`src/design/osm_pkg.sv`:
```
// ----------------------------------------------------------------------------
// osm_pkg
// Shared types and constants for the order statistic multiset.
// ----------------------------------------------------------------------------
package osm_pkg;

  localparam int unsigned CAPACITY_DEF    = 256;
  localparam int unsigned COUNT_WIDTH_DEF = 24;
  localparam int unsigned RANK_W          = 33;

  localparam logic signed [31:0] NO_PRED = -32'sd2147483647;
  localparam logic signed [31:0] NO_SUCC = 32'sd2147483647;

  typedef enum logic [2:0] {
    FN_INSERT = 3'd0,
    FN_RANK   = 3'd1,
    FN_KTH    = 3'd2,
    FN_PRED   = 3'd3,
    FN_SUCC   = 3'd4
  } func_t;

  typedef enum logic [1:0] {
    ST_OK      = 2'd0,
    ST_MISSING = 2'd1,
    ST_FULL    = 2'd2
  } status_t;

  typedef enum logic [1:0] {
    S_IDLE = 2'd0,
    S_SCAN = 2'd1,
    S_DONE = 2'd2
  } state_t;

  typedef struct packed {
    logic [2:0]         func;
    logic signed [31:0] operand;
  } in_t;

  typedef struct packed {
    logic [1:0]          status;
    logic signed [31:0]  answer_value;
    logic [RANK_W-1:0]   answer_rank;
  } out_t;

endpackage

```
`src/design/osm_cell.sv`:
```
// ----------------------------------------------------------------------------
// osm_cell
// One storage cell of the ring: value, repeat count and valid flag.
// ----------------------------------------------------------------------------
module osm_cell
  import osm_pkg::*;
#(
  parameter int unsigned COUNT_WIDTH = COUNT_WIDTH_DEF
) (
  input  logic                   clk,
  input  logic                   rst_n,
  input  logic                   shift_en,
  input  logic                   d_vld,
  input  logic signed [31:0]     d_val,
  input  logic [COUNT_WIDTH-1:0] d_cnt,
  output logic                   q_vld,
  output logic signed [31:0]     q_val,
  output logic [COUNT_WIDTH-1:0] q_cnt
);

  logic                   vld_r;
  logic signed [31:0]     val_r;
  logic [COUNT_WIDTH-1:0] cnt_r;

  always_ff @(posedge clk) begin
    if (!rst_n) begin
      vld_r <= 1'b0;
      cnt_r <= '0;
    end else if (shift_en) begin
      vld_r <= d_vld;
      cnt_r <= d_cnt;
    end
  end

  // value holds no reset: it is only meaningful where valid is set
  always_ff @(posedge clk) begin
    if (shift_en) begin
      val_r <= d_val;
    end
  end

  assign q_vld = vld_r;
  assign q_val = val_r;
  assign q_cnt = cnt_r;

endmodule

```
`config.mk`:
```
export PLATFORM = sky130hd
export DESIGN_NAME = osm_cell
export DESIGN_NICKNAME = d
export VERILOG_FILES = /design/src/design/osm_pkg.sv /design/src/design/osm_cell.sv
export SDC_FILE = /design/constraint.sdc
export NUM_CORES = 1
export LEC_CHECK = 0
export BUFFER_PORTS_ARGS = -buffer_cell sky130_fd_sc_hd__buf_2
export CAP_MARGIN = 10
export CORE_ASPECT_RATIO = 0.75
export CORE_MARGIN = 3
export CORE_UTILIZATION = 45
export DETAILED_ROUTE_END_ITERATION = 10
export PLACE_DENSITY = 0.83
export SETUP_SLACK_MARGIN = 0.2
export SYNTH_ARGS = -nofsm -noshare
export SYNTH_HDL_FRONTEND = slang
export SYNTH_SLANG_ARGS = --single-unit
```
`constraint.sdc`:
```
create_clock -name clk -period 1.6 [get_ports clk]
set_clock_uncertainty 0.05 [all_clocks]
set_input_delay 0.08 -clock clk [delete_from_list [all_inputs] [get_ports clk]]
set_output_delay 0.08 -clock clk [all_outputs]
set_load 0.1 [all_outputs]
```
==> key figures <==
Critical path
  – Critical path fanouts, max: 1
  – Nature of the critical path startpoint: flop
  – Top delay family on crit path: buffers and inverters
  – Critical path arrival: 1.14 ns
  – R2r worst-path depth: 2
  – Crit-path max cell delay: 0.44 ns
  – RR Endpoint: q_cnt[4]
  – Crit path max-delay cell type: buf_2
  – Crit. path cell count: 1
  – Crit Path Class: flop to primary output
  – Buffer and inverter count on the worst path: 1
  – Critical Path Sink Type: primary output
  – Critical path cell sequence: buf_2
  – R2R Setup Slk: 0.91 ns
  – Critical Path Source: q_val[16]
  – Crit path capture: q_val[16]
  – WP data required: 1.47 ns
  – RR Startpoint: q_cnt[4]

Place
  – DP Wirelength: 2.97 mm
  – Dpl cell area: 2530 um^2
  – Port buffer count: 116
  – Gpl congestion: 0.675

STA
  – TNS Setup: 0 ns
  – Worst-Margin Slew: 0.517 ns
  – Unrepaired setup endpoints after global routing: no
  – Fmax: 789 MHz
  – Final period utilization: 79.2%
  – Final Setup Violations: 0
  – Slew HR: 65.8%
  – Hold Vio Cnt, Final: 0
  – Fin. max-slew vios: 0
  – Final worst path period need: 1.27 ns

Worst hold path
  – Hold Path Class: input port to flop

GRT
  – First-pass GRT wire length: 8.63 mm
  – GR Util met2: 40.7%
  – Largest net degree at the start of global routing: 58
  – Number of global-route vias before repair: 1,616
  – Met3 global-route usage: 7.06%
  – Initial antenna violation count: 1
  – Total GRT Usage: 23.6%
  – Grt met1 use: 25.5%
  – Total grt overflow: 0
  – Most used routing layer: met2

Synth
  – Yosys warns: 0
  – Most used standard cell by instance count after synthesis: edfxtp_1
  – Synth area leaders: edfxtp_1, dfxtp_1, mux2i_1
  – FFs w/ async S/R, synth: 0%
  – Area of the mapped netlist: 1930 um^2
  – Primary FF master, synth: edfxtp_1
  – EDFF count, synth: 32
  – Post-Syn Nets: 172
  – Netlist cell types: 7
  – Synth top area share: 49.9%
  – Cells after Synth: 112
  – Register area share after synthesis: 75.8%
  – Largest area contributor in the netlist: edfxtp_1
  – Commonest cells in the netlist: edfxtp_1, dfxtp_1, mux2i_1, nor2b_1
  – Mean post-synth cell area: 17.2 um^2
  – Seq cells post-synth: 57

Floorplanning
  – Core Region: 3870 um^2
  – Cell Rows: 19
  – IO Pins: 117
  – Die Wd: 81.6 um
  – Initial Util: 49.7%
  – Die footprint: 5110 um^2
  – Chip height: 62.7 um

Clocking
  – CTS tree: done
  – CTS Buf Count: 9
  – Root Buffer: clkbuf_8
  – CTS Buffer Depth: 2
  – Clk_lat worst skew: 0.32 ns
  – CTS clk-pin slew, worst paths: 0.06 ns
  – Setup Fix Bufs, Post-CTS: 0
  – H-tree Lvls: 3
  – Clk sinks: 57

Route
  – Wirelength per Cell: 16.3 um
  – Via Count: 1,564
  – First-pass detailed-route iteration total: 4
  – Initial DRC Count: 102
  – DRC: 0
  – Avg Vias per Cell: 4.47
  – Antenna viol nets, final: 0
  – DRT Wirelength: 5.71 mm

Power
  – Leak: 1.54 nW
  – PwrDens: 1280 nW/um^2
  – Worst VDD drop: 0.870 mV

Final layout
  – Final Cell Area: 3310 um^2
  – Area grow syn2layout: 71.8%
  – Share of cells above drive strength 1: 43.4%
  – Nets@finish: 352

Status
  – Status: complete, no violations

Flow run
  – Maxcap violations: 0
## worst min path at each step
stage                          from         to  slack (ns)  cells past startpoint
after floorplan            d_val[0]   q_val[0]        0.13                      0
after global placement    d_val[11]  q_val[11]        0.21                      1
after detailed placement   d_val[7]   q_val[7]        0.21                      1
after CTS                     rst_n  q_cnt[12]        0.12                      2
after global routing          rst_n  q_cnt[18]        0.16                      2
final                         rst_n  q_cnt[12]        0.13                      2
## placed cells by master (no fill, tap or decap)
master,synthesis,routed
buf_12,2,1
buf_2,0,116
bufinv_16,0,2
clkbuf_1,2,3
clkbuf_8,0,9
clkinv_1,0,1
clkinv_2,0,1
dfxtp_1,25,25
diode_2,0,1
dlygate4sd3_1,0,57
edfxtp_1,32,32
mux2i_1,25,25
nor2b_1,25,25
## metal layers
metal / up-vias / wire length (um)
met2: 89 / 2850
li1: 758 / -
met1: 706 / 2190
met3: 11 / 522
met4: 0 / 151
met5: - / 0
## metrics by stage
stage	power, mW	hold slack (ns)	cells	setup slack (ns)	util [%]
2_1_floorplan	2.56	0.129	112	0.289	-
6_report	4.24	0.132	350	0.333	85.4
3_3_place_gp	2.74	0.206	276	0.653	65.4
3_5_place_dp	2.75	0.208	276	0.622	65.4
4_1_cts	4.23	0.122	349	0.332	85.4
5_1_grt	4.38	0.156	350	0.298	85.4
## what timing repair did
action,CTS,global route
hold buffers,57,0
resized for setup,0,0
endpoints found under the hold margin,57,0
## power breakdown
group	total (mW)	switching (mW)	internal, mW
registers	1.70	0.0417	1.66
clock network	1.40	0.525	0.871
logic	1.14	0.887	0.257
total	4.24	1.45	2.79
## flip-flops by register name, indices dropped and copies added, names as in the netlist
register,cells
q_val,32
q_cnt,24
q_vld,1
## worst register-to-register path, stage by stage (launching register included)
cell and delay (ns):
dfxtp_1 0.33, mux2i_1 0.08, nor2b_1 0.16
## final cells by class
type	count	area, um^2
diodes	1	2.50
clock buffers	12	135
clock inverters	4	68.8
fillers	184	564
multi-input cells	50	407
flip-flops and latches	57	1460
well taps	52	65.1
repair buffers	174	1170
## cells by family (layout without fill, tap and decap cells)
logic type | Yosys count | count (layout) | synth area share, %
simple gates | 25 | 25 | 8.12
mux | 25 | 25 | 13.0
other cells | 0 | 1 | 0
buf+inv | 5 | 190 | 3.05
flops | 57 | 57 | 75.8
(Power assumes the default switching activity.)
